===== src/design/cbba_pkg.sv =====
// Shared types and constants for the clipped banked blit addresser.
package cbba_pkg;

   // Screen geometry
   localparam int unsigned BANK_LINES   = 64;
   localparam int unsigned SCREEN_LINES = 192;
   localparam int unsigned BANK_BITS    = $clog2(BANK_LINES);
   localparam logic [8:0]  SCREEN_LAST  = 9'(SCREEN_LINES - 1);
   localparam logic [16:0] COLUMN_LAST  = 17'd255;

   // Register file geometry
   localparam int unsigned CSR_ADDR_W = 5;
   localparam int unsigned CSR_DATA_W = 32;

   typedef enum logic [2:0] {
      REG_DEST_X        = 3'd0,
      REG_DEST_Y        = 3'd1,
      REG_SRC_WIDTH     = 3'd2,
      REG_RECT_HEIGHT   = 3'd3,
      REG_TARGET_BUFFER = 3'd4
   } reg_index_type;

   // Configuration as seen by the datapath
   typedef struct packed {
      logic [7:0]  dest_x;
      logic [7:0]  dest_y;
      logic [15:0] src_width;
      logic [7:0]  rect_height;
      logic        target_buffer;
   } cfg_type;

   // One write to the frame buffer
   typedef struct packed {
      logic        buffer_sel;
      logic [1:0]  bank_sel;
      logic [13:0] bank_offset;
      logic [7:0]  pixel_out;
   } result_type;

endpackage


===== src/design/clipped_banked_blit_addresser.sv =====
// Top level of the clipped banked blit addresser.
//
// Source pixels enter on the req_ channel one byte per transaction, in
// row-major order with a stride of src_width. Each pixel that lands on the
// 256x192 screen leaves on the rsp_ channel as one write transaction:
// buffer, bank (screen row / 64), offset in bank and the pixel byte.
// Pixels off the right or bottom edge are consumed without a response.
// Registers are to be set over the csr_ APB-style port while the block is
// idle, not enforced by the block. A pixel taken is on rsp_ the cycle after.
// Throughput is one pixel per cycle, unless stalled; the counter compare
// and the position add sit between the counters and the output register.
// While rsp_stall holds a write, req_stall is raised so the output register
// and the counters hold; a free or draining output register takes a pixel
// every cycle. Reset clears the counters and the output valid and loads the
// register defaults (width and height 1, everything else 0).
module clipped_banked_blit_addresser
   import cbba_pkg::*;
(
   input  logic                  clock,
   input  logic                  reset,
   input  logic                  req_valid,
   output logic                  req_stall,
   input  logic [7:0]            req_pixel_in,
   output logic                  rsp_valid,
   input  logic                  rsp_stall,
   output logic                  rsp_buffer_sel,
   output logic [1:0]            rsp_bank_sel,
   output logic [13:0]           rsp_bank_offset,
   output logic [7:0]            rsp_pixel_out,
   input  logic                  csr_psel,
   input  logic                  csr_penable,
   input  logic                  csr_pwrite,
   input  logic [CSR_ADDR_W-1:0] csr_paddr,
   input  logic [CSR_DATA_W-1:0] csr_pwdata,
   output logic [CSR_DATA_W-1:0] csr_prdata,
   output logic                  csr_pready
);

   cfg_type    cfg;
   result_type next_result;
   result_type rsp_data;
   logic       emit;
   logic       req_fire;

   // Stall the input only while a write waits in a blocked output register
   assign req_stall = rsp_valid && rsp_stall;
   assign req_fire  = req_valid && !req_stall;

   cbba_csr u_csr (
      .clock       (clock),
      .reset       (reset),
      .csr_psel    (csr_psel),
      .csr_penable (csr_penable),
      .csr_pwrite  (csr_pwrite),
      .csr_paddr   (csr_paddr),
      .csr_pwdata  (csr_pwdata),
      .csr_prdata  (csr_prdata),
      .csr_pready  (csr_pready),
      .cfg         (cfg)
   );

   cbba_addr u_addr (
      .clock    (clock),
      .reset    (reset),
      .cfg      (cfg),
      .advance  (req_fire),
      .pixel_in (req_pixel_in),
      .emit     (emit),
      .result   (next_result)
   );

   cbba_out u_out (
      .clock      (clock),
      .reset      (reset),
      .load       (req_fire),
      .load_valid (emit),
      .load_data  (next_result),
      .rsp_stall  (rsp_stall),
      .rsp_valid  (rsp_valid),
      .rsp_data   (rsp_data)
   );

   assign rsp_buffer_sel  = rsp_data.buffer_sel;
   assign rsp_bank_sel    = rsp_data.bank_sel;
   assign rsp_bank_offset = rsp_data.bank_offset;
   assign rsp_pixel_out   = rsp_data.pixel_out;

   // A stalled input always means a write is pending at the output
   a_stall_has_write: assert property (@(posedge clock) disable iff (reset)
      req_stall |-> rsp_valid)
      else $error("input stalled with no pending write");

   // Only three banks exist on screen
   a_bank_range: assert property (@(posedge clock) disable iff (reset)
      rsp_valid |-> (rsp_bank_sel != 2'd3))
      else $error("write addressed a bank past the bottom third");

   // A taken write with no new pixel leaves the output empty
   a_drain: assert property (@(posedge clock) disable iff (reset)
      (rsp_valid && !rsp_stall && !req_valid) |=> !rsp_valid)
      else $error("write repeated after it was taken");

   // A pixel accepted with zero size never produces a write
   a_zero_size: assert property (@(posedge clock) disable iff (reset)
      (req_fire && ((cfg.src_width == 16'd0) || (cfg.rect_height == 8'd0)))
      |=> !rsp_valid)
      else $error("write produced for an empty rectangle");

endmodule


===== src/design/cbba_csr.sv =====
// APB-style configuration register file for the blit addresser.
module cbba_csr
   import cbba_pkg::*;
(
   input  logic                  clock,
   input  logic                  reset,
   input  logic                  csr_psel,
   input  logic                  csr_penable,
   input  logic                  csr_pwrite,
   input  logic [CSR_ADDR_W-1:0] csr_paddr,
   input  logic [CSR_DATA_W-1:0] csr_pwdata,
   output logic [CSR_DATA_W-1:0] csr_prdata,
   output logic                  csr_pready,
   output cfg_type               cfg
);

   cfg_type       cfg_ff;
   cfg_type       cfg_in;
   reg_index_type reg_index;
   logic          wr_en;

   assign reg_index  = reg_index_type'(csr_paddr[CSR_ADDR_W-1:2]);
   assign wr_en      = csr_psel && csr_penable && csr_pwrite;
   assign csr_pready = 1'b1;
   assign cfg        = cfg_ff;

   // Decode the write transaction
   always_comb begin
      cfg_in = cfg_ff;
      if (wr_en) begin
         case (reg_index)
            REG_DEST_X:        cfg_in.dest_x        = csr_pwdata[7:0];
            REG_DEST_Y:        cfg_in.dest_y        = csr_pwdata[7:0];
            REG_SRC_WIDTH:     cfg_in.src_width     = csr_pwdata[15:0];
            REG_RECT_HEIGHT:   cfg_in.rect_height   = csr_pwdata[7:0];
            REG_TARGET_BUFFER: cfg_in.target_buffer = csr_pwdata[0];
            default:           cfg_in = cfg_ff;
         endcase
      end
   end

   always_ff @(posedge clock) begin
      if (reset) begin
         cfg_ff.dest_x        <= '0;
         cfg_ff.dest_y        <= '0;
         cfg_ff.src_width     <= 16'd1;
         cfg_ff.rect_height   <= 8'd1;
         cfg_ff.target_buffer <= 1'b0;
      end else begin
         cfg_ff <= cfg_in;
      end
   end

   // Read back the addressed register
   always_comb begin
      case (reg_index)
         REG_DEST_X:        csr_prdata = {24'd0, cfg_ff.dest_x};
         REG_DEST_Y:        csr_prdata = {24'd0, cfg_ff.dest_y};
         REG_SRC_WIDTH:     csr_prdata = {16'd0, cfg_ff.src_width};
         REG_RECT_HEIGHT:   csr_prdata = {24'd0, cfg_ff.rect_height};
         REG_TARGET_BUFFER: csr_prdata = {31'd0, cfg_ff.target_buffer};
         default:           csr_prdata = '0;
      endcase
   end

endmodule


===== src/design/cbba_addr.sv =====
// Rectangle position counters, screen clipping and bank address generation.
module cbba_addr
   import cbba_pkg::*;
(
   input  logic       clock,
   input  logic       reset,
   input  cfg_type    cfg,
   input  logic       advance,
   input  logic [7:0] pixel_in,
   output logic       emit,
   output result_type result
);

   logic [15:0] column_count_ff, column_count_in;
   logic [7:0]  row_count_ff, row_count_in;
   logic        size_zero;
   logic [16:0] screen_col;
   logic [8:0]  screen_row;
   logic [16:0] column_next;
   logic [8:0]  row_next;

   assign size_zero  = (cfg.src_width == 16'd0) || (cfg.rect_height == 8'd0);
   assign screen_col = {9'd0, cfg.dest_x} + {1'b0, column_count_ff};
   assign screen_row = {1'b0, cfg.dest_y} + {1'b0, row_count_ff};

   // Clip against the right and bottom edges
   assign emit = !size_zero && ({1'b0, cfg.dest_y} <= SCREEN_LAST)
              && (screen_col <= COLUMN_LAST) && (screen_row <= SCREEN_LAST);

   always_comb begin
      result.buffer_sel  = cfg.target_buffer;
      result.bank_sel    = screen_row[BANK_BITS+1:BANK_BITS];
      result.bank_offset = {screen_row[BANK_BITS-1:0], screen_col[7:0]};
      result.pixel_out   = pixel_in;
   end

   // Advance the counters, wrapping at the rectangle edges
   assign column_next = {1'b0, column_count_ff} + 17'd1;
   assign row_next    = {1'b0, row_count_ff} + 9'd1;

   always_comb begin
      column_count_in = column_count_ff;
      row_count_in    = row_count_ff;
      if (advance) begin
         if (size_zero) begin
            column_count_in = '0;
            row_count_in    = '0;
         end else if (column_next >= {1'b0, cfg.src_width}) begin
            column_count_in = '0;
            if (row_next >= {1'b0, cfg.rect_height}) begin
               row_count_in = '0;
            end else begin
               row_count_in = row_next[7:0];
            end
         end else begin
            column_count_in = column_next[15:0];
         end
      end
   end

   always_ff @(posedge clock) begin
      if (reset) begin
         column_count_ff <= '0;
         row_count_ff    <= '0;
      end else begin
         column_count_ff <= column_count_in;
         row_count_ff    <= row_count_in;
      end
   end

endmodule


===== src/design/cbba_out.sv =====
// Output register for frame buffer write transactions.
module cbba_out
   import cbba_pkg::*;
(
   input  logic       clock,
   input  logic       reset,
   input  logic       load,
   input  logic       load_valid,
   input  result_type load_data,
   input  logic       rsp_stall,
   output logic       rsp_valid,
   output result_type rsp_data
);

   logic       rsp_valid_ff, rsp_valid_in;
   result_type rsp_data_ff, rsp_data_in;

   // Hold while stalled, drop once taken, refill on a new input
   always_comb begin
      rsp_valid_in = rsp_valid_ff;
      rsp_data_in  = rsp_data_ff;
      if (load) begin
         rsp_valid_in = load_valid;
         rsp_data_in  = load_data;
      end else if (!rsp_stall) begin
         rsp_valid_in = 1'b0;
      end
   end

   always_ff @(posedge clock) begin
      if (reset) begin
         rsp_valid_ff <= 1'b0;
      end else begin
         rsp_valid_ff <= rsp_valid_in;
      end
   end

   always_ff @(posedge clock) begin
      rsp_data_ff <= rsp_data_in;
   end

   assign rsp_valid = rsp_valid_ff;
   assign rsp_data  = rsp_data_ff;

endmodule


===== config.mk =====
export PLATFORM = sky130hd
export DESIGN_NAME = clipped_banked_blit_addresser
export DESIGN_NICKNAME = d
export VERILOG_FILES = /design/src/design/cbba_pkg.sv /design/src/design/clipped_banked_blit_addresser.sv /design/src/design/cbba_csr.sv /design/src/design/cbba_addr.sv /design/src/design/cbba_out.sv
export SDC_FILE = /design/constraint.sdc
export NUM_CORES = 1
export LEC_CHECK = 0
export BUFFER_PORTS_ARGS = -buffer_cell sky130_fd_sc_hd__buf_2
export CAP_MARGIN = 20
export CORE_ASPECT_RATIO = 0.8
export CORE_MARGIN = 2
export CORE_UTILIZATION = 31
export DETAILED_ROUTE_END_ITERATION = 6
export GPL_ROUTABILITY_DRIVEN = 1
export GPL_TIMING_DRIVEN = 1
export PLACE_DENSITY = 0.56
export SYNTH_ARGS = -nofsm -noshare
export SYNTH_HDL_FRONTEND = slang
export SYNTH_HIERARCHICAL = 1
export SYNTH_SLANG_ARGS = --single-unit

===== constraint.sdc =====
create_clock -name clock -period 4.1 [get_ports clock]
set_clock_uncertainty 0.15 [all_clocks]
set_input_delay 0.205 -clock clock [delete_from_list [all_inputs] [get_ports clock]]
set_output_delay 0.205 -clock clock [all_outputs]
set_load 0.005 [all_outputs]

Yosys cells after proc, flatten, opt, wreduce, memory -nomap -nowiden
Index checks and enable logic that the tools add are counted.
{"block": "word_totals", "ff_bits": 91, "inputBits": 52, "output_inout_bits": 60, "wordCells": 54}
{"block": "classes", "add_sub_neg": 4, "magnitude_cmp": 5, "eq_ne": 5, "n_mux": 8, "n_reduce_logical": 20}
{"op": "case mux 16 bit (5 select lines)", "n": 1}
{"op": "two-way mux 16 bit", "n": 2}
{"op": "two-way mux 8 bit", "n": 3}
{"op": "adder 16 x 1 -> 17 bit (second input constant)", "n": 1}
{"op": "adder 8 x 16 -> 17 bit", "n": 1}
{"op": ">= comparator 17 x 16 -> 1 bit", "n": 1}
{"op": "<= comparator 17 x 8 -> 1 bit (second input constant)", "n": 1}
{"op": "logical NOT 16 bit", "n": 1}
{"op": "AND reduction 2 bit", "n": 6}
{"op": "adder 8 x 1 -> 9 bit (second input constant)", "n": 1}
{"op": "adder 8 x 8 -> 9 bit", "n": 1}
{"op": ">= comparator 9 x 8 -> 1 bit", "n": 1}
{"op": "<= comparator 9 x 8 -> 1 bit (second input constant)", "n": 1}
{"op": "<= comparator 8 bit (second input constant)", "n": 1}
{"op": "logical NOT 8 bit", "n": 1}
{"op": "logical AND 1 bit", "n": 7}
{"op": "equality test 3 x 2 -> 1 bit (second input constant)", "n": 2}
{"op": "equality test 3 x 1 -> 1 bit (second input constant)", "n": 1}
{"op": "equality test 3 bit (second input constant)", "n": 1}
{"op": "logical NOT 3 bit", "n": 1}
{"op": "logical NOT 1 bit", "n": 2}
{"op": "two-way mux 1 bit", "n": 2}
{"op": "!= test 2 x 1 -> 1 bit (second input constant)", "n": 1}
{"op": "nonzero test 2 bit", "n": 1}
{"op": "logical OR 1 bit", "n": 1}

Longest topological paths before layout
Gate-level depths: netlist of the first run.
{"block": "logic_depth", "depth_word": 7, "ltp_mapped": 15, "depth_no_buf": 14}

Hierarchy
The synthesis of the first run kept the hierarchy.
{"mod": "cbba_addr", "instances": 1, "cells_per_inst": 392, "area_each_um2": 3047.9, "seq_area_each_um2": 480.5}
{"mod": "cbba_csr", "instances": 1, "cells_per_inst": 221, "area_each_um2": 2150.8, "seq_area_each_um2": 820.8}
{"mod": "cbba_out", "instances": 1, "cells_per_inst": 29, "area_each_um2": 787.0, "seq_area_each_um2": 770.7}
{"mod": "clipped_banked_blit_addresser", "instances": 1, "cells_per_inst": 2, "area_each_um2": 13.8, "seq_area_each_um2": 0.0}

Worst setup path after synthesis of the first run
No wires, ideal clock.
{"block": "synth_path", "path_type": "flip-flop to flip-flop", "start": "reg u_addr.column_count_ff[0]", "end": "reg u_addr.column_count_ff[7]", "setup_ns": 0.117, "arrival_ns": 3.235, "required_ns": 3.833, "path_slack_ns": 0.598, "path_stages_with_launch": 16, "path_buffers": 1, "period_less_slack_ns": 3.502, "path_cell_list": "dfxtp_1 -> ha_1 -> and3_1 -> nand3_2 -> nor2_2 -> nand3_1 -> xnor2_1 -> ha_1 -> nand3_1 -> or4_1 -> a21oi_1 -> a21o_1 -> or2_1 -> buf_4 -> nor3b_4 -> a22o_1"}
{"block": "synth_via", "elab_chain_cells": 4}
{"element": "start: declaration", "line": "cbba_addr.sv:14", "text": "logic [15:0] column_count_ff, column_count_in;"}
{"element": "start signal: assignment", "line": "cbba_addr.sv:66", "text": "column_count_ff <= column_count_in;"}
{"element": "adder 16 x 1 -> 17 bit (*)", "line": "cbba_addr.sv:38", "text": "assign column_next = {1'b0, column_count_ff} + 17'd1;"}
{"element": ">= comparator 17 x 16 -> 1 bit", "line": "cbba_addr.sv:48", "text": "end else if (column_next >= {1'b0, cfg.src_width}) begin"}
{"element": "two-way mux 16 bit (*)", "line": "cbba_addr.sv:48"}
{"element": "two-way mux 16 bit (*)", "line": "cbba_addr.sv:45", "text": "if (size_zero) begin"}
Every way passes the cells marked *; elsewhere a longest branch is shown, timed or not.
A chain may end at the register's enable or synchronous reset.

Worst setup path in the final report of the first run
{"block": "layout_path", "start": "reg u_addr.column_count_ff[0]", "end": "reg u_addr.column_count_ff[10]"}
The elaborated chain is that of the path after synthesis.

==> results of run 1 <==
==> metrics by stage <==
| stage | worst slack, ns | std cells |
|---|---|---|
| 2_1_floorplan | 0.598 | 659 |
| 3_3_place_gp | 0.421 | 949 |
| 3_5_place_dp | 0.328 | 949 |
| 4_1_cts | 0.314 | 979 |
| 5_1_grt | 0.0769 | 979 |
| 6_report | 0.296 | 979 |
==> Yosys cell counts (13+ instances only) <==
master     n
inv_1     32
xnor2_1   19
nand2_1   26
nand2b_1  49
edfxtp_1  25
o21ai_0   33
nand3_1   22
buf_4     29
mux2i_1   28
nor2b_1   18
o21ai_1   13
a21oi_1   34
clkbuf_1  19
nor2_1    24
ha_1      42
dfxtp_1   66
==> power by group through the flow <==
stage / clock network (W) / logic, W / registers (W)
6_report: 0.000863 / 0.000184 / 0.000951
3_3_place_gp: 0 / 0.000173 / 0.000971
4_1_cts: 0.000883 / 0.000185 / 0.000951
2_1_floorplan: 0 / 0.000116 / 0.000972
3_5_place_dp: 0 / 0.000174 / 0.000971
5_1_grt: 0.000922 / 0.000202 / 0.000953
==> registers in the layout, indices dropped and copies added, names as in the netlist <==
signal                  cells
u_out/rsp_valid             1
u_addr/row_count_ff         8
u_out/rsp_data             25
u_addr/column_count_ff     16
u_csr/cfg                  41
==> kinds of logic after synthesis <==
kind of cell             count (synthesis)  synth area share [%]
XOR/XNOR                                27                  3.94
AO/OA/AOI/OAI                          138                  14.8
other                                    2                 0.125
adder cells (fa/ha/maj)                 44                  9.43
buffers and inverters                   88                  7.80
AND/OR/NAND/NOR                        219                  22.0
flip-flops                              91                  34.5
multiplexers                            35                  7.30
==> area by class of cell <==
cell class	instances	area, sq um	share of cell area (%)
multi-input cells	480	3530	50.6
flip-flops and latches	91	2070	29.7
repair buffers	102	623	8.95
well taps	258	323	4.63
clock buffers	10	229	3.29
inverters	32	120	1.72
clock inverters	6	71.3	1.02
==> path summary, 6_finish.rpt <==
| check | startpoint | cells past startpoint | endpoint |
|---|---|---|---|
| hold reg to reg | u_csr/cfg[0] | 0 | u_out/rsp_data[24] |
| setup reg to reg | u_addr/column_count_ff[0] | 15 | u_addr/column_count_ff[10] |
| hold / removal | rsp_stall | 3 | u_out/rsp_valid |
| setup / recovery | u_addr/column_count_ff[0] | 15 | u_addr/column_count_ff[10] |
==> tightest hold or removal path, delay by kind of cell <==
kind	cells	cell delay, ns
AOI/OAI and AO/OA	1	0.06
buffers and inverters	1	0.12
and+or+nand+nor	1	0.08
==> routing by layer <==
| layer | vias to the layer above | part of all wire, % | global-route usage (%) |
|---|---|---|---|
| met3 | 12 | 5.5 | 3.93 |
| met5 | - | 0 | 0 |
| met4 | 0 | 1.1 | 3.85 |
| met2 | 111 | 42 | 22.5 |
| li1 | 2422 | - | - |
| met1 | 2234 | 51 | 21.2 |
==> timing repair <==
action / in CTS / in global routing
endpoints found under the hold margin: 14 / 0
hold buffers: 14 / 0
endpoints found under the setup margin: 0 / 0
==> impl_metrics.csv, run 1 <==
group,metric,value,unit
power,p_leak,2.89,nW
placed_design,hpwlAfterDp,11200,um
clock_network,numCtsBuffers,9,
power,p_clk_share,43.2,%
clock_network,path_clk_slew,0.06,ns
detailed_routing,num_vias,4779,
timing,final-setup-viol-count,0,
detailed_routing,drc,0,
layout,layout_common_cells,"buf_2, dfxtp_1, nand2b_1",
power,seqPwrFrac,47.6,%
floorplan,num_rows,45,
critical_path,arrival,3.89,ns
clock_network,h-tree-depth,3,
hold_path,hold_class,"input port to flop",
critical_path,slowest_delay,0.53,ns
detailed_routing,drtIter0Drc,337,
power,swShare,24.8,%
power,p_sw,0.000496,W
detailed_routing,wl_per_cell,15.6,um
clock_network,clk_latency,0.36,ns
yosys,synth_top_area_share,22.0,%
critical_path,critPathBufInv,1,
floorplan,fp.dieH,128,um
yosys,synth_area_leaders,"dfxtp_1, edfxtp_1, ha_1, nand2b_1, mux2i_1",
critical_path,cp-end-kind,"flop",
floorplan,die-area,20500,sq um
timing,timing_hold_violations_final,0,
yosys,synth_area,6000,sq um
timing,hold_ws,0.0172,ns
placed_design,gp_congestion,0.805,
layout,drive_gt1_share,17.9,%
yosys,ys.warnings.count,6,
critical_path,worstPathRequired,4.19,ns
yosys,yosysTopAreaCell,"dfxtp_1",
yosys,synth-seq-cells,91,
detailed_routing,vias_per_cell,4.88,
detailed_routing,dr.pass1.iters,5,
yosys,ys.flop_type,"dfxtp_1",
flow_run,maxCapViolations,0,
yosys,synth-edff-count,25,
floorplan,start_util,31.6,%
detailed_routing,ant_nets,0,
clock_network,cts_tree,"done",
layout,fill_cells,1934,
timing,max_freq,0.263,GHz
global_routing,grt_pass1_vias,4408,
power,pwr-share-comb,9.2,%
detailed_routing,totalWireLength,15300,um
yosys,synth_cell_types,68,
global_routing,antenna_found_initial,0,
critical_path,path_cells,"ha_1, and3_1, nand3_2, nor2_2, nand3_1, xnor2_1, ha_1, nand3_1, or4_1, a21oi_1, a21o_1, or2_1, buf_12, nor3b_4, a22o_1",
layout,final_common_cell,"buf_2",
layout,num_antenna_cells,0,
timing,fin_tns_setup,0,ns
critical_path,setup.worst_path.start_class,"flop",
clock_network,cts.sinks,91,
critical_path,critPathMaxFanout,8,
status,outcome,"finished clean",
timing,worst_slew_pin_slew,0.942,ns
layout,final_core_util,36.7,%
clock_network,cts_max_path_buffers,2,
floorplan,die_w,160,um
layout,final_area,6970,sq um
global_routing,grt.total_usage,14.9,%
clock_network,post_cts_buffers,0,
timing,period_minus_slack,3.80,ns
power,intPower,0.00150,W
yosys,avgSynthCellArea,9.32,sq um
placed_design,portBuffers,76,
global_routing,grt_first_pass_wirelength,24000,um
critical_path,rrSetupSlack,0.30,ns
clock_network,cts_resized,0,
yosys,synth_cells,644,
power,max-vdd-ir-drop,0.000182,V
timing,rsz0062_at_grt,"no",
power,power.density,287,nW/um^2
timing,maxSlewHeadroom,37.1,%
timing,maxSlewViolCount,0,
layout,areaGrowthSynthToFinish,16.1,%
yosys,yosysSeqAreaShare,34.5,%
power,fin_total_pwr,0.00200,W
layout,fin_nets,812,
global_routing,grt_max_degree,42,
yosys,synthArstFlopShare,0,%
clock_network,clockRootBuffer,"clkbuf_16",
critical_path,slowest_stage,"or4_1",
critical_path,worstSetupPathType,"flop to flop",
placed_design,place_area,6530,sq um
timing,period_share,92.8,%
global_routing,gr-total-overflow,0,
floorplan,core-area,19000,sq um
floorplan,ios,112,
critical_path,cpLargestDelayFamily,"simple AND/OR/NAND/NOR gates",
Power figures use the tool's default switching activity.
==> inputs of run 2 (changes only) <==
--- a/config.mk
+++ b/config.mk
@@ -10,10 +10,11 @@
 export CORE_ASPECT_RATIO = 0.8
 export CORE_MARGIN = 2
 export CORE_UTILIZATION = 31
+export CTS_BUF_LIST = sky130_fd_sc_hd__clkbuf_8
 export DETAILED_ROUTE_END_ITERATION = 6
 export GPL_ROUTABILITY_DRIVEN = 1
 export GPL_TIMING_DRIVEN = 1
-export PLACE_DENSITY = 0.56
+export PLACE_DENSITY = 0.54
 export SYNTH_ARGS = -nofsm -noshare
 export SYNTH_HDL_FRONTEND = slang
 export SYNTH_HIERARCHICAL = 1
==> constraint.sdc (replaced) <==
create_clock -name clock -period 3.25 [get_ports clock]
set_clock_uncertainty 0.15 [all_clocks]
set_input_delay 0.1625 -clock clock [delete_from_list [all_inputs] [get_ports clock]]
set_output_delay 0.1625 -clock clock [all_outputs]
set_load 0.005 [all_outputs]
==> impl_metrics.csv, run 2 (same netlist as run 1, synthesis figures left out) <==
group,metric,value,unit
layout,drive_gt1_share,25.5,%
floorplan,die_w,160,um
power,p_sw,0.000622,W
global_routing,grt.total_usage,15.8,%
clock_network,cts.sinks,91,
critical_path,regToRegEndpoint,"u_addr/column_count_ff[8]",
layout,fin_cells,1035,
global_routing,antenna_found_initial,0,
layout,layout_common_cells,"buf_2, dfxtp_1, buf_4",
timing,period_share,103,%
timing,maxSlewViolCount,0,
critical_path,timing.rr.start,"u_addr/column_count_ff[0]",
timing,maxSlewHeadroom,60.9,%
hold_path,whs_endpoint,"u_csr/cfg[39]",
detailed_routing,num_vias,4992,
layout,multi_input_area,3690,sq um
layout,fin_nets,868,
global_routing,grt_first_pass_wirelength,25800,um
critical_path,arrival,3.47,ns
power,seqPwrFrac,51.6,%
timing,max_freq,0.300,GHz
detailed_routing,drtIter0Drc,333,
status,violations,"setup timing",
floorplan,ios,112,
hold_path,hold_start,"csr_pwdata[6]",
clock_network,clockRootBuffer,"clkbuf_8",
placed_design,hpwlAfterDp,12000,um
layout,ff_latch_area,2080,sq um
power,intPower,0.00170,W
layout,final_common_cell,"buf_2",
layout,num_antenna_cells,0,
power,p_clk_share,36.1,%
clock_network,path_clk_slew,0.10,ns
detailed_routing,wl_per_cell,15.8,um
placed_design,portBuffers,76,
global_routing,grt_pass1_vias,4715,
timing,worst_slew_pin_slew,0.586,ns
clock_network,numCtsBuffers,9,
placed_design,placed_cells,981,
flow_run,maxCapViolations,0,
global_routing,grt_max_degree,63,
layout,areaGrowthSynthToFinish,25.2,%
clock_network,cts_tree,"done",
power,pwr-share-comb,12.3,%
detailed_routing,vias_per_cell,4.82,
power,p_leak,3.18,nW
floorplan,core-area,19000,sq um
floorplan,start_util,31.6,%
power,power.density,309,nW/um^2
floorplan,fp.dieH,128,um
detailed_routing,drc,0,
timing,layout_setup_ws,-0.0876,ns
clock_network,cts_max_path_buffers,2,
global_routing,gr-total-overflow,0,
timing,timing_hold_violations_final,0,
hold_path,hold_class,"input port to flop",
detailed_routing,ant_nets,0,
critical_path,reg2regPathDepth,16,
power,swShare,26.8,%
timing,rsz0062_at_grt,"yes",
detailed_routing,dr.pass1.iters,5,
timing,period_minus_slack,3.34,ns
power,max-vdd-ir-drop,0.000202,V
clock_network,h-tree-depth,3,
critical_path,rrSetupSlack,-0.09,ns
critical_path,critPathMaxFanout,6,
detailed_routing,totalWireLength,16400,um
clock_network,clk_latency,0.38,ns
critical_path,worstSetupPathType,"flop to flop",
placed_design,pre_cts_slack,-0.113,ns
status,outcome,"finished with violations",
timing,final-setup-viol-count,19,
placed_design,gp_congestion,0.845,
critical_path,setup.worst_path.start_class,"flop",
floorplan,die-area,20500,sq um
layout,largest_reg_flops,41,
critical_path,cp-end-kind,"flop",
critical_path,worstPathRequired,3.38,ns
hold_path,holdPathStages,3,
layout,fill_cells,1886,
floorplan,num_rows,45,
run 2: how the worst max path moves through the flow:
stage,startpoint,to,slack [ns],depth (start not counted)
2_1_floorplan,u_addr/column_count_ff[4],u_addr/column_count_ff[5],0.001,14
3_3_place_gp,u_addr/column_count_ff[1],u_addr/column_count_ff[10],-0.06,15
3_5_place_dp,u_addr/column_count_ff[1],u_addr/column_count_ff[10],-0.11,15
4_1_cts,u_addr/column_count_ff[0],u_addr/column_count_ff[10],-0.09,15
5_1_grt,u_addr/column_count_ff[0],u_addr/row_count_ff[6],-0.22,16
6_report,u_addr/column_count_ff[0],u_addr/column_count_ff[8],-0.09,16
run 2: power by group through the flow:
stage               registers [W]  logic, W  clock network, W
finish                    0.00120  0.000284          0.000838
global route              0.00120  0.000312          0.000908
CTS                       0.00120  0.000259          0.000865
detailed placement        0.00123  0.000231                 0
global placement          0.00123  0.000232                 0
floorplan                 0.00123  0.000147                 0
run 2: critical path: stages (launching register included):
cell     delay (ns)
dfxtp_4        0.38
ha_4           0.13
and3_4         0.20
nand3_4        0.07
nor2_4         0.17
nand3_2        0.11
xnor2_2        0.15
ha_1           0.32
nand4_1        0.12
or4_4          0.55
a21oi_4        0.13
a21o_1         0.11
or2_1          0.14
buf_12         0.13
nor3b_4        0.04
buf_6          0.14
a22o_1         0.19
run 2: metal layers:
layer	share of wire [%]	up-vias	track usage [%]
met5	0	-	0
met4	1.2	0	4.65
met3	3.4	13	1.93
met2	43	95	24.2
met1	53	2350	23.4
li1	-	2534	-
run 2: area by class of cell:
| class | count | share of cell area (%) |
|---|---|---|
| Clock inverter | 7 | 1.10 |
| Multi-Input combinational cell | 480 | 49.1 |
| Timing Repair Buffer | 158 | 14.6 |
| Tap cell | 258 | 4.30 |
| Sequential cell | 91 | 27.7 |
| Clock buffer | 9 | 1.65 |
| Inverter | 32 | 1.60 |
run 2: what timing repair did:
item | 4_1_cts | 5_1_grt
cloned | 0 | 1
hold buffers | 23 | 0
resized for setup | 9 | 18
pin swaps | 18 | 14
setup endpoints to repair | 19 | 24
setup buffers | 4 | 10
hold endpoints to repair | 40 | 0
run 2: through the flow:
stage	TNS (ns)	util, %	hold WS, ns	cell area [sq um]	total power (W)
2_1_floorplan	0	-	0.0816	6090	0.00137
3_3_place_gp	-0.381	35.9	0.189	6810	0.00146
3_5_place_dp	-0.952	35.9	0.191	6810	0.00146
4_1_cts	-0.790	38.6	0.00740	7320	0.00232
5_1_grt	-3.99	39.6	0.0102	7510	0.00242
6_report	-1.07	39.6	0.0134	7510	0.00232
